--- config.mk ---
export PLATFORM = sky130hd
export DESIGN_NAME = artnet_dmx_packet_filter_top
export DESIGN_NICKNAME = d
export VERILOG_FILES = /design/src/rtl/adpf_pkg.sv /design/src/rtl/adpf_front.sv /design/src/rtl/adpf_queue.sv /design/src/rtl/adpf_back.sv /design/src/rtl/artnet_dmx_packet_filter_top.sv
export VERILOG_INCLUDE_DIRS = /design/src /design/src/rtl
export SDC_FILE = /design/constraint.sdc
export NUM_CORES = 1
export LEC_CHECK = 0
export BUFFER_PORTS_ARGS = -buffer_cell sky130_fd_sc_hd__buf_4
export CAP_MARGIN = 10
export CORE_MARGIN = 2
export CORE_UTILIZATION = 42
export CTS_BUF_LIST = sky130_fd_sc_hd__clkbuf_8
export DETAILED_ROUTE_END_ITERATION = 10
export MAX_ROUTING_LAYER = met4
export PLACE_DENSITY_LB_ADDON = 0.2
export SETUP_SLACK_MARGIN = 0.1
export SLEW_MARGIN = 20
export SYNTH_ARGS = -nofsm -noshare
export SYNTH_HDL_FRONTEND = slang
export SYNTH_HIERARCHICAL = 1
export SYNTH_SLANG_ARGS = --single-unit
--- constraint.sdc ---
create_clock -name clk -period 4.71 [get_ports clk]
set_clock_uncertainty 0.2 [all_clocks]
set_input_delay 0.471 -clock clk [delete_from_list [all_inputs] [get_ports clk]]
set_output_delay 0.471 -clock clk [all_outputs]
set_load 0.02 [all_outputs]
--- src/rtl/artnet_dmx_packet_filter_top_assert.svh ---
// ----------------------------------------------------------------------------
// artnet dmx packet filter assertion macros
// shared concurrent assertion forms, clocked on clk, disabled in reset
// ----------------------------------------------------------------------------
`ifndef ARTNET_DMX_PACKET_FILTER_TOP_ASSERT_SVH
`define ARTNET_DMX_PACKET_FILTER_TOP_ASSERT_SVH

// same-cycle implication
`define ADPF_ASSERT_NOW(lbl, ante, cons, msg) \
    lbl: assert property (@(posedge clk) disable iff (!rst_n) (ante) |-> (cons)) \
        else $error(msg);

// next-cycle implication
`define ADPF_ASSERT_NEXT(lbl, ante, cons, msg) \
    lbl: assert property (@(posedge clk) disable iff (!rst_n) (ante) |=> (cons)) \
        else $error(msg);

`endif

--- src/rtl/adpf_pkg.sv ---
`timescale 1ns / 1ps
// ----------------------------------------------------------------------------
// adpf_pkg
// types, constants and helpers shared by the art-net dmx filter modules
// ----------------------------------------------------------------------------
package adpf_pkg;

    localparam int MAX_DATAGRAM_BYTES = 2048;

    localparam logic [15:0] OPCODE_OUTPUT    = 16'h5000;
    localparam logic [15:0] OPCODE_POLL      = 16'h2000;
    localparam logic [15:0] PROTOCOL_VERSION = 16'd14;
    localparam logic [3:0]  NIBBLE_MASK      = 4'hF;

    // byte offsets inside the datagram
    localparam logic [10:0] OFS_ID_END      = 11'd8;
    localparam logic [10:0] OFS_OPCODE_LO   = 11'd8;
    localparam logic [10:0] OFS_OPCODE_HI   = 11'd9;
    localparam logic [10:0] OFS_VERSION_HI  = 11'd10;
    localparam logic [10:0] OFS_VERSION_LO  = 11'd11;
    localparam logic [10:0] OFS_TALK_TO_ME  = 11'd12;
    localparam logic [10:0] OFS_SUBUNI      = 11'd14;
    localparam logic [10:0] OFS_NET         = 11'd15;
    localparam logic [10:0] OFS_LENGTH_HI   = 11'd16;
    localparam logic [10:0] OFS_LENGTH_LO   = 11'd17;
    localparam logic [10:0] DATA_OFFSET     = 11'd18;

    // configuration register indexes
    localparam logic [1:0] REG_RECEIVE_ENABLE   = 2'd0;
    localparam logic [1:0] REG_NET_ADDRESS      = 2'd1;
    localparam logic [1:0] REG_SUBNET_ADDRESS   = 2'd2;
    localparam logic [1:0] REG_UNIVERSE_ADDRESS = 2'd3;

    localparam int CFG_INDEX_W = 2;
    localparam int CFG_DATA_W  = 7;

    // event kinds
    localparam logic EVENT_DMX  = 1'b0;
    localparam logic EVENT_POLL = 1'b1;

    // queue between front and back
    localparam int QUEUE_DEPTH = 4;
    localparam int QUEUE_PTR_W = $clog2(QUEUE_DEPTH);
    localparam int QUEUE_CNT_W = $clog2(QUEUE_DEPTH + 1);

    typedef struct packed {
        logic       receive_enable;
        logic [6:0] net_address;
        logic [3:0] subnet_address;
        logic [3:0] universe_address;
    } cfg_t;

    typedef struct packed {
        logic        event_kind;
        logic [7:0]  byte_value;
        logic [10:0] channel_index;
        logic        last_of_frame;
    } event_rec_t;

    typedef struct packed {
        logic       valid;
        event_rec_t rec;
    } queue_head_t;

    function automatic logic [7:0] id_byte(input logic [2:0] idx);
        logic [7:0] val;
        unique case (idx)
            3'd0:    val = 8'h41;
            3'd1:    val = 8'h72;
            3'd2:    val = 8'h74;
            3'd3:    val = 8'h2D;
            3'd4:    val = 8'h4E;
            3'd5:    val = 8'h65;
            3'd6:    val = 8'h74;
            default: val = 8'h00;
        endcase
        return val;
    endfunction

endpackage

--- src/rtl/adpf_front.sv ---
`timescale 1ns / 1ps
// ----------------------------------------------------------------------------
// adpf_front
// byte parser: tracks datagram position, checks header and classifies bytes
// ----------------------------------------------------------------------------
module adpf_front (
    input  logic                clk,
    input  logic                rst_n,
    input  adpf_pkg::cfg_t      cfg,
    input  logic                take,
    input  logic [7:0]          payload_byte,
    input  logic                first_of_datagram,
    input  logic [10:0]         datagram_length,
    output logic                push,
    output adpf_pkg::event_rec_t push_rec
);

    localparam logic [16:0] MAX_LEN = 17'(adpf_pkg::MAX_DATAGRAM_BYTES);

    logic [10:0] byte_position_reg, byte_position_next;
    logic [10:0] frame_length_reg,  frame_length_next;
    logic        header_good_reg,   header_good_next;
    logic [15:0] opcode_reg,        opcode_next;
    logic [15:0] version_reg,       version_next;
    logic [7:0]  subuni_reg,        subuni_next;
    logic [7:0]  net_reg,           net_next;
    logic [15:0] dmx_length_reg,    dmx_length_next;

    logic [10:0] pos_cur;
    logic [10:0] flen_cur;
    logic        hg_cur;
    logic [15:0] opcode_cur;
    logic [15:0] version_cur;
    logic [7:0]  subuni_cur;
    logic [7:0]  net_cur;
    logic [15:0] dmx_cur;
    logic [10:0] idx;
    logic        addr_match;

    always_comb
    begin
        if (first_of_datagram)
        begin
            pos_cur     = '0;
            flen_cur    = ({6'd0, datagram_length} > MAX_LEN) ? MAX_LEN[10:0]
                                                              : datagram_length;
            hg_cur      = 1'b1;
            opcode_cur  = '0;
            version_cur = '0;
            subuni_cur  = '0;
            net_cur     = '0;
            dmx_cur     = '0;
        end
        else
        begin
            pos_cur     = byte_position_reg;
            flen_cur    = frame_length_reg;
            hg_cur      = header_good_reg;
            opcode_cur  = opcode_reg;
            version_cur = version_reg;
            subuni_cur  = subuni_reg;
            net_cur     = net_reg;
            dmx_cur     = dmx_length_reg;
        end
    end

    assign idx = pos_cur - adpf_pkg::DATA_OFFSET;

    assign addr_match = hg_cur
        && (opcode_cur == adpf_pkg::OPCODE_OUTPUT)
        && (version_cur == adpf_pkg::PROTOCOL_VERSION)
        && (net_cur == {1'b0, cfg.net_address})
        && ((subuni_cur[7:4] & adpf_pkg::NIBBLE_MASK) == cfg.subnet_address)
        && ((subuni_cur[3:0] & adpf_pkg::NIBBLE_MASK) == cfg.universe_address)
        && ({6'd0, flen_cur} >= ({6'd0, adpf_pkg::DATA_OFFSET} + {1'b0, dmx_cur}));

    always_comb
    begin
        byte_position_next = byte_position_reg;
        frame_length_next  = frame_length_reg;
        header_good_next   = header_good_reg;
        opcode_next        = opcode_reg;
        version_next       = version_reg;
        subuni_next        = subuni_reg;
        net_next           = net_reg;
        dmx_length_next    = dmx_length_reg;
        push               = 1'b0;
        push_rec           = '0;

        if (take)
        begin
            if (!cfg.receive_enable)
            begin
                // abandon the datagram in progress
                header_good_next   = 1'b0;
                byte_position_next = frame_length_reg;
            end
            else
            begin
                frame_length_next = flen_cur;
                header_good_next  = hg_cur;
                opcode_next       = opcode_cur;
                version_next      = version_cur;
                subuni_next       = subuni_cur;
                net_next          = net_cur;
                dmx_length_next   = dmx_cur;
                byte_position_next = pos_cur;

                if (pos_cur < flen_cur)
                begin
                    byte_position_next = pos_cur + 11'd1;
                    if (pos_cur < adpf_pkg::OFS_ID_END)
                    begin
                        if (payload_byte != adpf_pkg::id_byte(pos_cur[2:0]))
                        begin
                            header_good_next = 1'b0;
                        end
                    end
                    else
                    begin
                        unique case (pos_cur)
                            adpf_pkg::OFS_OPCODE_LO:
                                opcode_next = {8'h00, payload_byte};
                            adpf_pkg::OFS_OPCODE_HI:
                                opcode_next = {payload_byte, opcode_cur[7:0]};
                            adpf_pkg::OFS_VERSION_HI:
                                version_next = {payload_byte, 8'h00};
                            adpf_pkg::OFS_VERSION_LO:
                                version_next = {version_cur[15:8], payload_byte};
                            adpf_pkg::OFS_TALK_TO_ME:
                            begin
                                if (hg_cur && (opcode_cur == adpf_pkg::OPCODE_POLL))
                                begin
                                    push                   = 1'b1;
                                    push_rec.event_kind    = adpf_pkg::EVENT_POLL;
                                    push_rec.byte_value    = payload_byte;
                                    push_rec.channel_index = '0;
                                    push_rec.last_of_frame = 1'b1;
                                end
                            end
                            adpf_pkg::OFS_SUBUNI:
                                subuni_next = payload_byte;
                            adpf_pkg::OFS_NET:
                                net_next = payload_byte;
                            adpf_pkg::OFS_LENGTH_HI:
                                dmx_length_next = {payload_byte, 8'h00};
                            adpf_pkg::OFS_LENGTH_LO:
                                dmx_length_next = {dmx_cur[15:8], payload_byte};
                            default:
                            begin
                                if ((pos_cur >= adpf_pkg::DATA_OFFSET)
                                    && ({5'd0, idx} < dmx_cur) && addr_match)
                                begin
                                    push                   = 1'b1;
                                    push_rec.event_kind    = adpf_pkg::EVENT_DMX;
                                    push_rec.byte_value    = payload_byte;
                                    push_rec.channel_index = idx;
                                    push_rec.last_of_frame =
                                        (({6'd0, idx} + 17'd1) == {1'b0, dmx_cur});
                                end
                            end
                        endcase
                    end
                end
            end
        end
    end

    always_ff @(posedge clk or negedge rst_n)
    begin
        if (!rst_n)
        begin
            byte_position_reg <= '0;
            frame_length_reg  <= '0;
            header_good_reg   <= 1'b0;
            opcode_reg        <= '0;
            version_reg       <= '0;
            subuni_reg        <= '0;
            net_reg           <= '0;
            dmx_length_reg    <= '0;
        end
        else
        begin
            byte_position_reg <= byte_position_next;
            frame_length_reg  <= frame_length_next;
            header_good_reg   <= header_good_next;
            opcode_reg        <= opcode_next;
            version_reg       <= version_next;
            subuni_reg        <= subuni_next;
            net_reg           <= net_next;
            dmx_length_reg    <= dmx_length_next;
        end
    end

endmodule

--- src/rtl/adpf_queue.sv ---
`timescale 1ns / 1ps
`include "artnet_dmx_packet_filter_top_assert.svh"
// ----------------------------------------------------------------------------
// adpf_queue
// small event queue that decouples the parser from the output stage
// ----------------------------------------------------------------------------
module adpf_queue (
    input  logic                 clk,
    input  logic                 rst_n,
    input  logic                 push,
    input  adpf_pkg::event_rec_t push_rec,
    input  logic                 pop,
    output adpf_pkg::queue_head_t head,
    output logic                 full
);

    localparam logic [adpf_pkg::QUEUE_PTR_W-1:0] LAST_PTR =
        adpf_pkg::QUEUE_PTR_W'(adpf_pkg::QUEUE_DEPTH - 1);
    localparam logic [adpf_pkg::QUEUE_CNT_W-1:0] DEPTH_CNT =
        adpf_pkg::QUEUE_CNT_W'(adpf_pkg::QUEUE_DEPTH);

    adpf_pkg::event_rec_t entries_reg [adpf_pkg::QUEUE_DEPTH];

    logic [adpf_pkg::QUEUE_PTR_W-1:0] wr_ptr_reg, wr_ptr_next;
    logic [adpf_pkg::QUEUE_PTR_W-1:0] rd_ptr_reg, rd_ptr_next;
    logic [adpf_pkg::QUEUE_CNT_W-1:0] count_reg,  count_next;

    assign full       = (count_reg == DEPTH_CNT);
    assign head.valid = (count_reg != '0);
    assign head.rec   = entries_reg[rd_ptr_reg];

    always_comb
    begin
        wr_ptr_next = wr_ptr_reg;
        rd_ptr_next = rd_ptr_reg;
        count_next  = count_reg;
        if (push)
        begin
            wr_ptr_next = (wr_ptr_reg == LAST_PTR) ? '0 : wr_ptr_reg + 1'b1;
        end
        if (pop)
        begin
            rd_ptr_next = (rd_ptr_reg == LAST_PTR) ? '0 : rd_ptr_reg + 1'b1;
        end
        if (push && !pop)
        begin
            count_next = count_reg + 1'b1;
        end
        else if (pop && !push)
        begin
            count_next = count_reg - 1'b1;
        end
    end

    always_ff @(posedge clk or negedge rst_n)
    begin
        if (!rst_n)
        begin
            wr_ptr_reg <= '0;
            rd_ptr_reg <= '0;
            count_reg  <= '0;
        end
        else
        begin
            wr_ptr_reg <= wr_ptr_next;
            rd_ptr_reg <= rd_ptr_next;
            count_reg  <= count_next;
        end
    end

    always_ff @(posedge clk)
    begin
        if (push)
        begin
            entries_reg[wr_ptr_reg] <= push_rec;
        end
    end

    `ADPF_ASSERT_NOW(a_queue_no_overflow, push, !full, "event pushed into a full queue")
    `ADPF_ASSERT_NOW(a_queue_no_underflow, pop, head.valid, "event popped from an empty queue")
    `ADPF_ASSERT_NOW(a_queue_count_bound, 1'b1, count_reg <= DEPTH_CNT, "queue count past depth")

endmodule

--- src/rtl/adpf_back.sv ---
`timescale 1ns / 1ps
// ----------------------------------------------------------------------------
// adpf_back
// output stage: moves queued events into the result register
// ----------------------------------------------------------------------------
module adpf_back (
    input  logic                  clk,
    input  logic                  rst_n,
    input  adpf_pkg::queue_head_t head,
    output logic                  pop,
    input  logic                  out_ready,
    output logic                  out_valid,
    output adpf_pkg::event_rec_t  out_rec
);

    logic                 out_valid_reg, out_valid_next;
    adpf_pkg::event_rec_t out_rec_reg;

    assign pop = head.valid && (!out_valid_reg || out_ready);

    always_comb
    begin
        out_valid_next = out_valid_reg;
        if (pop)
        begin
            out_valid_next = 1'b1;
        end
        else if (out_ready)
        begin
            out_valid_next = 1'b0;
        end
    end

    always_ff @(posedge clk or negedge rst_n)
    begin
        if (!rst_n)
        begin
            out_valid_reg <= 1'b0;
        end
        else
        begin
            out_valid_reg <= out_valid_next;
        end
    end

    always_ff @(posedge clk)
    begin
        if (pop)
        begin
            out_rec_reg <= head.rec;
        end
    end

    assign out_valid = out_valid_reg;
    assign out_rec   = out_rec_reg;

endmodule

--- src/rtl/artnet_dmx_packet_filter_top.sv ---
`timescale 1ns / 1ps
`include "artnet_dmx_packet_filter_top_assert.svh"
// ----------------------------------------------------------------------------
// artnet_dmx_packet_filter_top
// art-net receive filter: passes dmx data of the addressed universe and
// reports poll requests
//
// channel   handshake              payload
// in        in_valid / in_ready    payload_byte, first_of_datagram, datagram_length
// out       out_valid / out_ready  event_kind, byte_value, channel_index, last_of_frame
// cfg       cfg_write              cfg_index, cfg_data
//
// one byte accepted per cycle while in_ready is high; the parser classifies it in
// the cycle it is taken, writes its event into the queue at the accepting edge,
// and the event moves into the output register once that register is free
// a four-entry queue sits between parser and output register
// in_ready falls only when that queue is full
// asynchronous reset clears parser state, queue pointers, out_valid and config to their defaults
// ----------------------------------------------------------------------------
module artnet_dmx_packet_filter_top (
    input  logic                              clk,
    input  logic                              rst_n,
    input  logic                              cfg_write,
    input  logic [adpf_pkg::CFG_INDEX_W-1:0]  cfg_index,
    input  logic [adpf_pkg::CFG_DATA_W-1:0]   cfg_data,
    input  logic                              in_valid,
    output logic                              in_ready,
    input  logic [7:0]                        payload_byte,
    input  logic                              first_of_datagram,
    input  logic [10:0]                       datagram_length,
    output logic                              out_valid,
    input  logic                              out_ready,
    output logic                              event_kind,
    output logic [7:0]                        byte_value,
    output logic [10:0]                       channel_index,
    output logic                              last_of_frame
);

    adpf_pkg::cfg_t        cfg_reg, cfg_next;
    adpf_pkg::event_rec_t  push_rec;
    adpf_pkg::event_rec_t  out_rec;
    adpf_pkg::queue_head_t head;
    logic                  take;
    logic                  push;
    logic                  pop;
    logic                  full;

    always_comb
    begin
        cfg_next = cfg_reg;
        if (cfg_write)
        begin
            unique case (cfg_index)
                adpf_pkg::REG_RECEIVE_ENABLE:   cfg_next.receive_enable   = cfg_data[0];
                adpf_pkg::REG_NET_ADDRESS:      cfg_next.net_address      = cfg_data[6:0];
                adpf_pkg::REG_SUBNET_ADDRESS:   cfg_next.subnet_address   = cfg_data[3:0];
                adpf_pkg::REG_UNIVERSE_ADDRESS: cfg_next.universe_address = cfg_data[3:0];
                default:                        cfg_next = cfg_reg;
            endcase
        end
    end

    always_ff @(posedge clk or negedge rst_n)
    begin
        if (!rst_n)
        begin
            cfg_reg.receive_enable   <= 1'b1;
            cfg_reg.net_address      <= '0;
            cfg_reg.subnet_address   <= '0;
            cfg_reg.universe_address <= '0;
        end
        else
        begin
            cfg_reg <= cfg_next;
        end
    end

    assign in_ready = !full;
    assign take     = in_valid && in_ready;

    adpf_front u_front (
        .clk               (clk),
        .rst_n             (rst_n),
        .cfg               (cfg_reg),
        .take              (take),
        .payload_byte      (payload_byte),
        .first_of_datagram (first_of_datagram),
        .datagram_length   (datagram_length),
        .push              (push),
        .push_rec          (push_rec)
    );

    adpf_queue u_queue (
        .clk      (clk),
        .rst_n    (rst_n),
        .push     (push),
        .push_rec (push_rec),
        .pop      (pop),
        .head     (head),
        .full     (full)
    );

    adpf_back u_back (
        .clk       (clk),
        .rst_n     (rst_n),
        .head      (head),
        .pop       (pop),
        .out_ready (out_ready),
        .out_valid (out_valid),
        .out_rec   (out_rec)
    );

    assign event_kind    = out_rec.event_kind;
    assign byte_value    = out_rec.byte_value;
    assign channel_index = out_rec.channel_index;
    assign last_of_frame = out_rec.last_of_frame;

    `ADPF_ASSERT_NOW(a_poll_shape, out_valid && (event_kind == adpf_pkg::EVENT_POLL),
        (channel_index == '0) && last_of_frame, "poll event with index or last mark wrong")
    `ADPF_ASSERT_NEXT(a_disabled_no_push, take && !cfg_reg.receive_enable,
        !$past(push), "event produced while receive disabled")

endmodule

# After elaboration in Yosys (flattened, before gate mapping)
# Memory sizes are Yosys's and may differ from the RTL's. A register that Yosys moved wholly into a read port is not among the register bits.
# Cells that the tools add are included.
# W data, S select, Z words.
op_classes:
  addsub: 8
  n_mul: 0
  div: 0
  order_cmp: 5
  eq_ne: 29
  shifts: 0
  n_mux: 56
  bitwise_logic: 0
  n_reduce_logical: 30
op_table:
  columns: ["cell", "n"]
  rows:
  - ["$mux W16", 9]
  - ["$mux W21", 5]
  - ["$mux W8", 12]
  - ["$pmux W16 S2", 3]
  - ["$eq A11 B4 Y1 const B", 7]
  - ["$mux W11", 4]
  - ["$pmux W21 S2", 1]
  - ["$pmux W7 S6", 1]
  - ["$eq A11 B5 Y1 const B", 2]
  - ["$mux W20", 1]
  - ["$add A5 B16 Y17 const A", 1]
  - ["$eq A17 B16 Y1", 1]
  - ["$ge A11 B17 Y1", 1]
  - ["$eq A16 B14 Y1 const B", 1]
  - ["$eq A16 B15 Y1 const B", 1]
  - ["$eq A16 B4 Y1 const B", 1]
  - ["$lt A11 B16 Y1", 1]
  - ["$mux W1", 15]
  - ["$logic_and A1 B1 Y1", 13]
  - ["$add A11 B1 Y12 const B", 1]
  - ["$eq A3 B3 Y1 const B", 4]
  - ["$add A11 B1 Y11 const B", 1]
  - ["$ge A11 B5 Y1 const B", 1]
  - ["$lt A11 B11 Y1", 1]
  - ["other kinds (24)", 40]
word_totals:
  regBits: 111
  latchBits: 0
  ramBits: 84
  romBits: 0
  input_bits: 34
  out_inout_bits: 23
  wordCells: 145
  memories: 1
memory_table:
  columns: ["name", "depth", "width", "read_ports", "rd_clocked_by_memory_dff", "write_ports", "line", "text"]
  rows:
  - ["u_queue.entries_reg", 4, 21, 1, 1, 1, "adpf_queue.sv:22", "adpf_pkg::event_rec_t entries_reg [adpf_pkg::QUEUE_DEPTH];"]

# Depth between registers and ports, before layout
# Gate-level depths: netlist (run 1).
logic_depth:
  word_depth: 19
  depth_mapped: 26
  mapped_depth_nobuf: 19

# Cells and area by module
# The synthesis (run 1) kept the hierarchy.
by_module_without_submodules:
  columns: ["module", "instances", "cells_each", "area_per_inst_um2", "seq_area_each_um2"]
  rows:
  - ["adpf_front", 1, 777, 6752.7, 2177.1]
  - ["adpf_queue", 1, 147, 3480.8, 2697.6]
  - ["adpf_back", 1, 25, 674.4, 655.6]
  - ["artnet_dmx_packet_filter_top", 1, 38, 631.9, 401.6]

# Worst setup path after synthesis (run 1)
# Ideal clock, no wire load.
synth_timing:
  path_kind: "input -> register"
  startpoint: "input port first_of_datagram"
  endpoint: "register u_queue/count_reg[2] in the netlist's numbering"
  setup_time_ns: 0.079
  t_arrival_ns: 5.151
  t_required_ns: 4.431
  slack_ns: -0.720
  path_stages: 26
  n_path_buf: 7
  path_cell_list: "buf_2 buf_4 buf_2 buf_2 buf_2 buf_4 clkbuf_1 nor2b_1 ha_1 a21oi_1 nor4_1 xor2_1 ha_1 nand2_1 o21bai_1 a311oi_1 nor3_1 nor4_2 a31oi_2 inv_1 ha_1 inv_1 fa_1 xor2_1 nor2_1 xor2_1"
synth_via:
  elab_chain_len: 18
  word_cells_on_any_way: 52
  cone_classes: "add/sub: 2; order compare: 5; eq/ne: 15; mux: 16; reduce/logical: 14"
synth_rtl:
  columns: ["element", "line", "text"]
  rows:
  - ["start: declaration", "artnet_dmx_packet_filter_top.sv:29", "input logic first_of_datagram,"]
  - ["parallel branches: the longest is 12 deep, another holds $add A5 B16 Y17", null, null]
  - ["$mux W1 *", "adpf_front.sv:109", "if (pos_cur < flen_cur)"]
  - ["$mux W1 *", "adpf_front.sv:92", "if (!cfg.receive_enable)"]
  - ["$mux W1 *", "adpf_front.sv:90", "if (take)"]
  - ["named net push", "artnet_dmx_packet_filter_top.sv:44", "logic push;"]
  - ["$logic_not A1 Y1", "adpf_queue.sv:49", "else if (pop && !push)"]
  - ["$logic_and A1 B1 Y1", "adpf_queue.sv:49", null]
  - ["$reduce_bool A2 Y1 (no source line)", null, null]
  - ["end signal: assignment", "adpf_queue.sv:67", "count_reg <= count_next;"]
  - ["end: declaration", "adpf_queue.sv:26", "logic [adpf_pkg::QUEUE_CNT_W-1:0] count_reg, count_next;"]
# Mark *: on every way through the listed nets, which the timed path passes.
# A chain may end at the register's enable or synchronous reset.

# Worst setup path in the final report (run 1)
layout_timing:
  startpoint: "register u_front.byte_position_reg[7]"
  endpoint: "register u_queue/count_reg[2] in the netlist's numbering"
layout_via:
  elab_chain_len: 14
  word_cells_on_any_way: 29
  cone_classes: "add/sub: 1; order compare: 4; eq/ne: 9; mux: 8; reduce/logical: 7"
layout_rtl:
  columns: ["element", "line", "text"]
  rows:
  - ["start: declaration", "adpf_front.sv:20", "logic [10:0] byte_position_reg, byte_position_next;"]
  - ["start signal: assignment", "adpf_front.sv:184", "byte_position_reg <= byte_position_next;"]
  - ["$mux W11 *", "adpf_front.sv:42", "if (first_of_datagram)"]
  - ["$sub A11 B5 Y11", "adpf_front.sv:67", "assign idx = pos_cur - adpf_pkg::DATA_OFFSET;"]
  - ["$lt A11 B16 Y1", "adpf_front.sv:152", "&& ({5'd0, idx} < dmx_cur) && addr_match)"]
  - ["$logic_and A1 B1 Y1 (2 in a row)", "adpf_front.sv:152", null]
  - ["$mux W1", "adpf_front.sv:151", "if ((pos_cur >= adpf_pkg::DATA_OFFSET)"]
  - ["$pmux W1 S2", "adpf_front.sv:121", "unique case (pos_cur)"]
  - ["$mux W1", "adpf_front.sv:112", "if (pos_cur < adpf_pkg::OFS_ID_END)"]
  - ["$mux W1 *", "adpf_front.sv:109", null]
  - ["$mux W1 *", "adpf_front.sv:92", null]
  - ["$mux W1 *", "adpf_front.sv:90", null]
  - ["named net push", "artnet_dmx_packet_filter_top.sv:44", null]
  - ["$logic_not A1 Y1", "adpf_queue.sv:49", null]
  - ["$logic_and A1 B1 Y1", "adpf_queue.sv:49", null]
  - ["$reduce_bool A2 Y1 (no source line)", null, null]
# Mark *: on every way through the listed nets, which the timed path passes. The rest lies on a longest branch.

==> results of run 1 <==
-- cell type report --
| cell class | instances | area [um^2] | area share [%] |
|---|---|---|---|
| clock buffer | 43 | 592 | 4.45 |
| clock inverter | 25 | 105 | 0.790 |
| inverter | 54 | 205 | 1.54 |
| multi-input combinational | 660 | 5230 | 39.3 |
| sequential | 216 | 5940 | 44.6 |
| tap | 341 | 427 | 3.21 |
| timing repair buffer | 104 | 813 | 6.11 |
-- synthesized netlist by cell type (4+ instances only) --
library cell	n
a211o_1	6
a21o_1	12
a21oi_1	34
a221o_1	4
a22o_1	46
a31oi_1	12
and2_1	10
and3_1	9
buf_1	10
buf_2	17
clkbuf_1	22
dfrtp_1	110
edfxtp_1	105
ha_1	45
inv_1	52
mux2_2	23
mux2i_1	19
mux4_2	18
nand2_1	52
nand2b_1	13
nand3_1	25
nand3b_1	8
nand4_1	11
nor2_1	61
nor2b_1	22
nor3_1	18
nor4_1	12
nor4b_1	5
o2111ai_1	6
o211ai_1	5
o21a_1	5
o21ai_0	50
o22ai_1	5
or3_1	9
xnor2_1	18
xor2_1	13
-- timing repair --
item / CTS / global route
endpoints found under the setup margin: 0 / 106
endpoints found under the hold margin: 54 / 0
resized for setup: 0 / 13
hold buffers: 8 / 0
buffers inserted: 0 / 1
-- power breakdown --
group / internal [W] / total [W] / switching (W)
Combinational: 0.00109 / 0.00246 / 0.00137
Sequential: 0.00225 / 0.00255 / 0.000302
Clock: 0.000833 / 0.00157 / 0.000736
-- placed cells by master, fill, tap and decap left out, types with 8 or more instances in the layout --
cell	n
mux2i_1	18
xnor2_1	17
inv_1	70
nand2_1	52
a21oi_1	33
nand4_1	11
o21ai_0	50
a31oi_1	12
nor3_1	17
ha_1	43
mux4_2	18
and3_1	9
nand3_1	25
nor2_1	61
xor2_1	12
dlygate4sd3_1	8
a22o_1	46
mux2_2	23
nor4_1	11
dfrtp_1	106
nand2b_1	13
nor2b_1	20
edfxtp_1	105
a21o_1	12
buf_4	95
nand3b_1	8
clkbuf_8	43
or3_1	9
-- final timing paths --
check,end,from,slack (ps)
worst max-delay path,u_queue/count_reg[2],u_front/byte_position_reg[7],320
worst min-delay path,u_back/out_valid,out_ready,40
worst max register to register,u_queue/count_reg[2],u_front/byte_position_reg[7],320
worst min register to register,u_front/version_reg[3],u_front/version_reg[3],290
max in group asynchronous,u_front/opcode_reg[11],rst_n,2990
min in group asynchronous,u_queue/rd_ptr_reg[0],rst_n,320
-- per-layer routing --
| layer | GRT usage (%) | wire length (um) | share of wire (%) |
|---|---|---|---|
| met5 | - | 0 | 0 |
| met4 | 6.39 | 777 | 2.6 |
| met3 | 3.24 | 1450 | 4.9 |
| met2 | 32.5 | 13400 | 46 |
| met1 | 29.9 | 13700 | 47 |
-- metrics by stage --
step | utilization [%] | std cells | total power (W)
finish | 49.4 | 1443 | 0.00658
floorplan | - | 987 | 0.00424
global placement | 46.3 | 1366 | 0.00494
detailed placement | 46.3 | 1366 | 0.00496
CTS | 49.2 | 1442 | 0.00657
global route | 49.4 | 1443 | 0.00699
-- worst max-delay path, stage by stage (launching register included) --
cell,delay (ps)
dfrtp_2,450
or3_4,440
nor3_4,250
xnor2_2,170
and2_4,200
inv_1,40
ha_1,290
a211o_1,270
a221oi_1,190
o21ai_0,110
o21ai_0,200
o2111a_2,270
a31oi_4,110
inv_4,140
ha_4,140
inv_1,50
fa_2,340
xor2_1,150
nor2_1,130
xor2_1,140
-- cell families (layout without fill, tap and decap cells) --
group	after synthesis	in the layout	synth area share (%)
buf+inv	111	226	4.37
compound gates	227	227	14.0
xor+xnor	34	34	2.89
fa+ha+maj	47	47	5.14
flops	216	216	51.4
mux	65	65	8.38
simple gates	287	287	13.8
==> results.json, run 1 <==
{
  "pre_cts_slack_ps": 200,
  "ir_worst_vdd_mv": 0.234,
  "grt-ovfl-total": 0,
  "syn_area_um2": 11500,
  "yosysTopAreaCell": "edfxtp_1",
  "vias_per_cell": 5.72,
  "ys_seq_area_share_pct": 51.4,
  "largest_register_ff_count": 84,
  "nNetsFinal": 1154,
  "avgSynthCellArea_um2": 11.7,
  "hold_ws_ps": 35.5,
  "setup_ws_ps": 316,
  "max_cap_violations": 0,
  "cts_max_path_buffers": 3,
  "drc": 0,
  "antenna_found_initial": 0,
  "synth_enable_flop_cells": 105,
  "nFillCells": 2417,
  "dr.pass1.iters": 6,
  "hp-class": "in2reg",
  "gp_congestion": 0.950,
  "max_freq_mhz": 228,
  "end_kind": "flop",
  "clock_sinks": 216,
  "synth_seq_cells": 216,
  "hold_depth": 3,
  "port_buffers": 56,
  "worstSkewPairLatency_ps": 550,
  "reg2regPathDepth": 19,
  "wl_per_cell_um": 20.4,
  "wl_mm": 29.4,
  "path_clk_slew_ps": 60,
  "start_util_pct": 42.8,
  "crit_fanout": 9,
  "slew_headroom_pct": 29.1,
  "tns_ps": 0,
  "async_reset_ff_share_pct": 51.4,
  "cts_root_buf": "clkbuf_8",
  "ys_types": 93,
  "num_vias": 8255,
  "worst-setup-path-type": "reg2reg",
  "cts_tree": "done",
  "core_area_um2": 27000,
  "fin_crit_ps": 4390,
  "cts.htree.levels": 2,
  "track_usage_pct": 21.4,
  "crit_required_ps": 4960,
  "synth_top_area_share_pct": 27.3,
  "hold_violations": 0,
  "period_share_pct": 93.3,
  "worstPathArrival_ps": 4640,
  "syn_to_final_growth_pct": 15.3,
  "worstSetupStartpointType": "flop",
  "yosysWarningCount": 6,
  "syn_nets": 1067,
  "netlist_instances": 987,
  "die_w_um": 170,
  "final_area_um2": 13300,
  "rsz0062_at_grt": "false",
  "grt_pass1_vias": 8234,
  "grt_pass1_wl_mm": 46.4,
  "cts_made_buffers": 38,
  "p_leak_nw": 5.71,
  "hpwlAfterDp_mm": 21.0,
  "grt_max_degree": 47,
  "postPlaceCellArea_um2": 12500,
  "worstMarginPinSlew_ps": 1060,
  "status": "finished clean",
  "diodes": 0,
  "dieHeight_um": 170,
  "drive_gt1_share_pct": 20.8,
  "die-area_um2": 28800,
  "row_count": 60,
  "drt_iter0_drc": 631,
  "ys.flop_type": "dfrtp_1",
  "ios": 57,
  "synth_top_cells_by_area": "edfxtp_1 27%, dfrtp_1 24%, ha_1 4.9%",
  "setup_viol": 0,
  "power_density_nw_per_um2": 494,
  "slew_violations": 0,
  "antenna_left": 0
}
(Power assumes the default switching activity.)
==> inputs of run 2 (changes only) <==
Settings changed: REMOVE_ABC_BUFFERS from default to 1.
==> run 2 against run 1 <==
Net effect: total power is 2.4% higher; setup slack better by 33 ps; via count is 0.52% higher; maximum frequency is 0.75% higher; critical path type unchanged; sequential power is 2% lower; cell count is 1.2% higher; routed wire length is 0.31% higher; critical endpoint unchanged.
==> results.json, run 2 (synthesized netlist as in run 1, its figures left out) <==
{
  "p_int_w": 0.00429,
  "rsz0062_at_grt": "false",
  "final_common_cell": "buf_4",
  "grt_pass1_wl_mm": 47.0,
  "instances_no_fill": 1461,
  "cts_made_buffers": 39,
  "syn_to_final_growth_pct": 16.2,
  "power_density_nw_per_um2": 502,
  "r2r_start": "u_front/byte_position_reg[2]",
  "die-area_um2": 28800,
  "cts.htree.levels": 2,
  "r2r_setup_slack_ps": 350,
  "max_cap_violations": 0,
  "period_share_pct": 92.6,
  "wl_mm": 29.5,
  "dr.pass1.iters": 5,
  "setup_ws_ps": 348,
  "dieHeight_um": 170,
  "cp-startpoint": "u_front/byte_position_reg[2]",
  "drive_gt1_share_pct": 21.3,
  "p_leak_nw": 5.79,
  "dp_cells": 1378,
  "largest_register_ff_count": 84,
  "wl_per_cell_um": 20.2,
  "hp-class": "in2reg",
  "crit_required_ps": 4970,
  "timing.rr.end": "u_queue/count_reg[2]",
  "max_freq_mhz": 229,
  "status": "finished clean",
  "row_count": 60,
  "antenna_found_initial": 0,
  "cts_root_buf": "clkbuf_8",
  "clock_sinks": 216,
  "hold_violations": 0,
  "grt_pass1_vias": 8304,
  "critPathMaxStageDelay_ps": 600,
  "cp_common_cell": "xor2_1",
  "ir_worst_vdd_mv": 0.202,
  "die_w_um": 170,
  "antenna_left": 0,
  "worstPathArrival_ps": 4620,
  "cts_tree": "done",
  "worstMarginPinSlew_ps": 988,
  "power_switching_w": 0.00244,
  "cp-endpoint": "u_queue/count_reg[2]",
  "hpwlAfterDp_mm": 20.9,
  "pwr-share-comb_pct": 37.7,
  "port_buffers": 56,
  "worst-setup-path-type": "reg2reg",
  "final_cell_mix": "109 x buf_4, 108 x dfrtp_1, 105 x edfxtp_1",
  "pre_cts_slack_ps": 94.6,
  "cts_max_path_buffers": 3,
  "nNetsFinal": 1170,
  "p_sw_share_pct": 36.3,
  "drt_iter0_drc": 839,
  "pwr-share-clk_pct": 25.3,
  "track_usage_pct": 21.6,
  "final_area_um2": 13400,
  "hold_start": "payload_byte[4]",
  "reg2regPathDepth": 17,
  "slew_violations": 0,
  "end_kind": "flop",
  "path_clk_slew_ps": 60,
  "setup_viol": 0,
  "worstSkewPairLatency_ps": 540,
  "grt_max_degree": 51,
  "diodes": 0,
  "worstSetupStartpointType": "flop",
  "postPlaceCellArea_um2": 12500,
  "core_area_um2": 27000,
  "ios": 57,
  "crit_chain": "o31a_2, or4_1, xor2_1, nand2_1, ha_1, a221oi_2, o21ai_0, o21ai_0, o2111a_1, a31oi_2, inv_1, ha_2, inv_1, fa_1, xor2_1, nor2_1, xor2_1",
  "gp_congestion": 0.964,
  "drc": 0,
  "tns_ps": 0,
  "start_util_pct": 42.8,
  "total_power_w": 0.00674,
  "fin_crit_ps": 4360,
  "vias_per_cell": 5.68,
  "num_vias": 8298,
  "grt-ovfl-total": 0,
  "slew_headroom_pct": 34.1,
  "p_seq_share_pct": 37.0,
  "crit_fanout": 7,
  "cp_slowest_cell": "or4_1"
}
run 2: cell types whose count changed in the layout (fill, tap and decap cells not counted), moves of 2 or more:
| cell | before | now |
|---|---|---|
| ha_4 | 2 | 0 |
| clkbuf_8 | 43 | 45 |
| inv_1 | 70 | 67 |
| dfrtp_1 | 106 | 108 |
| and2_2 | 4 | 0 |
| and2_1 | 5 | 9 |
| buf_4 | 95 | 109 |
| clkinv_2 | 0 | 4 |
| dfrtp_2 | 4 | 2 |
run 2: worst min path at each step:
stage	to	slack [ps]	cells after the start
after detailed placement	u_front/opcode_reg[10]	290	1
final	u_front/version_reg[12]	60	2
after global placement	u_front/version_reg[3]	280	1
after global routing	u_front/net_reg[4]	50	2
after CTS	u_front/version_reg[12]	40	2
after floorplan	cfg_reg[0]	-20	0
run 2: final cells by class:
type,instances,area [um^2]
clock buffers,45,619
flip-flops and latches,216,5930
well taps,341,427
clock inverters,26,150
repair buffers,119,928
inverters,54,203
multi-input cells,660,5150
fillers,2403,13500
run 2: stage by stage:
stage / hold slack, ps / utilization [%]
global route: 47.7 / 49.8
global placement: 276 / 46.3
finish: 58.9 / 49.8
floorplan: -24.6 / -
detailed placement: 287 / 46.3
CTS: 38.1 / 49.5
run 2: worst max-delay path: cells and delay by family (launching register included):
kind                       cells  cell delay [ps]
AOI/OAI and AO/OA              6             1290
adders and majority gates      3              870
and+or+nand+nor                3              820
xor gates and xnor gates       3              540
DFF                            1              400
buffers and inverters          2              180
run 2: timing repair:
action / in CTS / in global routing
endpoints found under the hold margin: 63 / 0
hold buffers: 9 / 0
resized for setup: 0 / 13
setup endpoints to repair: 0 / 2
setup buffers: 0 / 3
run 2: power groups by stage:
stage	Sequential [W]	Clock (W)	Combinational, W
2_1_floorplan	0.00264	0	0.00144
5_1_grt	0.00253	0.00185	0.00277
3_5_place_dp	0.00252	0	0.00245
4_1_cts	0.00249	0.00176	0.00247
6_report	0.00249	0.00171	0.00254
3_3_place_gp	0.00252	0	0.00244
run 2: layer usage:
layer | share of wire, % | up-vias | wire [um] | global-route usage (%)
li1 | - | 3933 | - | -
met1 | 46 | 4086 | 13600 | 29.5
met2 | 45 | 232 | 13400 | 32.9
met3 | 5.8 | 47 | 1700 | 3.80
met4 | 2.7 | 0 | 797 | 7.06
met5 | 0 | - | 0 | -
==> inputs of run 3 (changes only) <==
Settings changed: BUFFER_PORTS_ARGS -buffer_cell sky130_fd_sc_hd__buf_4 to default, CORE_UTILIZATION 42 to 50, DONT_BUFFER_PORTS from default to 1.
==> run 3 against run 2 <==
Net effect: design area shrank 4.3%; global-route usage grew 3.5 points; total power shrank 4.6%; die area shrank 16%; maximum frequency grew 0.43%; clock power shrank 8%; sequential share of layout area grew 2.0 points; combinational power shrank 12%; register-to-register slack gained 20 ps; setup slack gained 19 ps; routed wire length shrank 2.0%; clock-buffer cell count shrank 2.
==> results.json, run 3 (synthesized netlist as in run 1, its figures left out) <==
{
  "grt_pass1_wl_mm": 45.6,
  "worstSetupStartpointType": "flop",
  "p_seq_share_pct": 40.8,
  "nNetsFinal": 1108,
  "die_w_um": 156,
  "worst-setup-path-type": "reg2reg",
  "period_share_pct": 92.2,
  "max_cap_violations": 0,
  "slew_violations": 0,
  "hp-class": "in2reg",
  "drt_iter0_drc": 552,
  "antenna_found_initial": 0,
  "die-area_um2": 24300,
  "drc": 0,
  "final_common_cell": "dfrtp_1",
  "cp_common_cell": "inv_1",
  "grt_max_degree": 112,
  "clock_sinks": 216,
  "tns_ps": 0,
  "setup_viol": 0,
  "syn_to_final_growth_pct": 11.3,
  "worstMarginPinSlew_ps": 962,
  "vias_per_cell": 6.12,
  "gp_congestion": 0.954,
  "rsz0062_at_grt": "false",
  "slew_headroom_pct": 35.9,
  "met1_usage_pct": 34.7,
  "cts_max_path_buffers": 3,
  "hpwlAfterDp_mm": 19.6,
  "cts.htree.levels": 2,
  "port_buffers": 0,
  "row_count": 55,
  "grt-busiest-layer": "met2",
  "largest_register_ff_count": 84,
  "dr.pass1.iters": 5,
  "dieHeight_um": 156,
  "power_density_nw_per_um2": 501,
  "p_int_w": 0.00408,
  "path_clk_slew_ps": 60,
  "cts_made_buffers": 37,
  "crit_family": "compound AO/OA/AOI/OAI gates",
  "status": "finished clean",
  "hold_violations": 0,
  "antenna_left": 0,
  "wl_per_cell_um": 21.6,
  "drive_gt1_share_pct": 16.0,
  "pre_cts_slack_ps": 209,
  "cts_root_buf": "clkbuf_8",
  "grt_util_met2_pct": 38.1,
  "wl_mm": 28.9,
  "diodes": 0,
  "final_cell_mix": "107 x dfrtp_1, 105 x edfxtp_1, 61 x nor2_1",
  "critPathMaxStageDelay_ps": 440,
  "crit_fanout": 6,
  "cp_slowest_cell": "dfrtp_2",
  "cts_tree": "done",
  "num_vias": 8182,
  "setup_ws_ps": 367,
  "pwr-share-comb_pct": 34.7,
  "grt_pass1_vias": 8019,
  "max_freq_mhz": 230,
  "pwr-share-clk_pct": 24.4,
  "worstSkewPairLatency_ps": 530,
  "end_kind": "flop",
  "p_sw_share_pct": 36.6,
  "track_usage_pct": 25.1,
  "fin_crit_ps": 4340,
  "crit_chain": "or3_4, nor3_4, xnor2_2, and2_4, inv_1, ha_1, a211o_1, a221oi_1, o21ai_1, o21ai_1, o2111a_1, a31oi_2, inv_1, ha_2, inv_1, fa_1, xor2_1, nor2_1, xor2_1",
  "crit_required_ps": 4950,
  "grt-ovfl-total": 0,
  "worst-path-buf-inv": 3,
  "core_area_um2": 22600,
  "worstPathArrival_ps": 4580,
  "p_leak_nw": 5.44,
  "use_met3_pct": 3.75,
  "power_switching_w": 0.00235,
  "ios": 57,
  "ir_worst_vdd_mv": 0.197,
  "start_util_pct": 51.0
}
## run 3: worst paths after layout
path                                                end  slack, ps  cells past startpoint                          from
setup / recovery                   u_queue/count_reg[2]        370                     19  u_front/byte_position_reg[6]
hold / removal               u_front/dmx_length_reg[13]         20                      2               payload_byte[5]
setup reg to reg                   u_queue/count_reg[2]        370                     19  u_front/byte_position_reg[6]
hold reg to reg                  u_front/version_reg[3]        290                      1        u_front/version_reg[3]
max in group asynchronous     u_front/dmx_length_reg[9]       3470                      2                         rst_n
min in group asynchronous  u_front/byte_position_reg[9]        330                      2                         rst_n
## run 3: area by class of cell
class                           count  area (um^2)
Timing Repair Buffer               59          510
Sequential cell                   216         5940
Fill cell                        1845         9800
Clock inverter                     20         91.3
Inverter                           54          203
Clock buffer                       43          592
Multi-Input combinational cell    660         5150
Tap cell                          285          357
## run 3: repair_timing
item | CTS | global route
buffers inserted | 0 | 6
endpoints found under the setup margin | 0 | 24
hold buffers | 20 | 0
resized for setup | 0 | 15
endpoints found under the hold margin | 186 | 0
## run 3: stage by stage
stage	util (%)	hold WS (ps)	total power [W]	area, um^2	std cells
3_5_place_dp	52.3	-18.7	0.00474	11800	1248
2_1_floorplan	-	-24.6	0.00409	11200	930
3_3_place_gp	52.3	-18.9	0.00472	11800	1248
4_1_cts	56.3	4.12	0.00639	12700	1331
6_report	56.7	24.0	0.00643	12800	1337
5_1_grt	56.7	31.6	0.00683	12800	1337
## run 3: power groups by stage
| stage | clock network [W] | registers, W | logic [W] |
|---|---|---|---|
| after global routing | 0.00170 | 0.00267 | 0.00246 |
| after floorplan | 0 | 0.00264 | 0.00144 |
| after detailed placement | 0 | 0.00266 | 0.00208 |
| after global placement | 0 | 0.00265 | 0.00207 |
| final | 0.00157 | 0.00262 | 0.00223 |
| after CTS | 0.00162 | 0.00263 | 0.00214 |
## run 3: routing by layer
| metal | vias up | part of all wire, % |
|---|---|---|
| met2 | 261 | 47 |
| met5 | - | 0 |
| li1 | 3788 | - |
| met1 | 4056 | 45 |
| met4 | 0 | 3.1 |
| met3 | 77 | 5.3 |
## run 3: worst reg2reg max path, cell delays in order, from the launching register on
cell      delay, ps
dfrtp_2         440
or3_4           440
nor3_4          250
xnor2_2         180
and2_4          190
inv_1            40
ha_1            290
a211o_1         260
a221oi_1        190
o21ai_1         100
o21ai_1         120
o2111a_1        210
a31oi_2         130
inv_1           130
ha_2            190
inv_1            60
fa_1            430
xor2_1          150
nor2_1          110
xor2_1          140
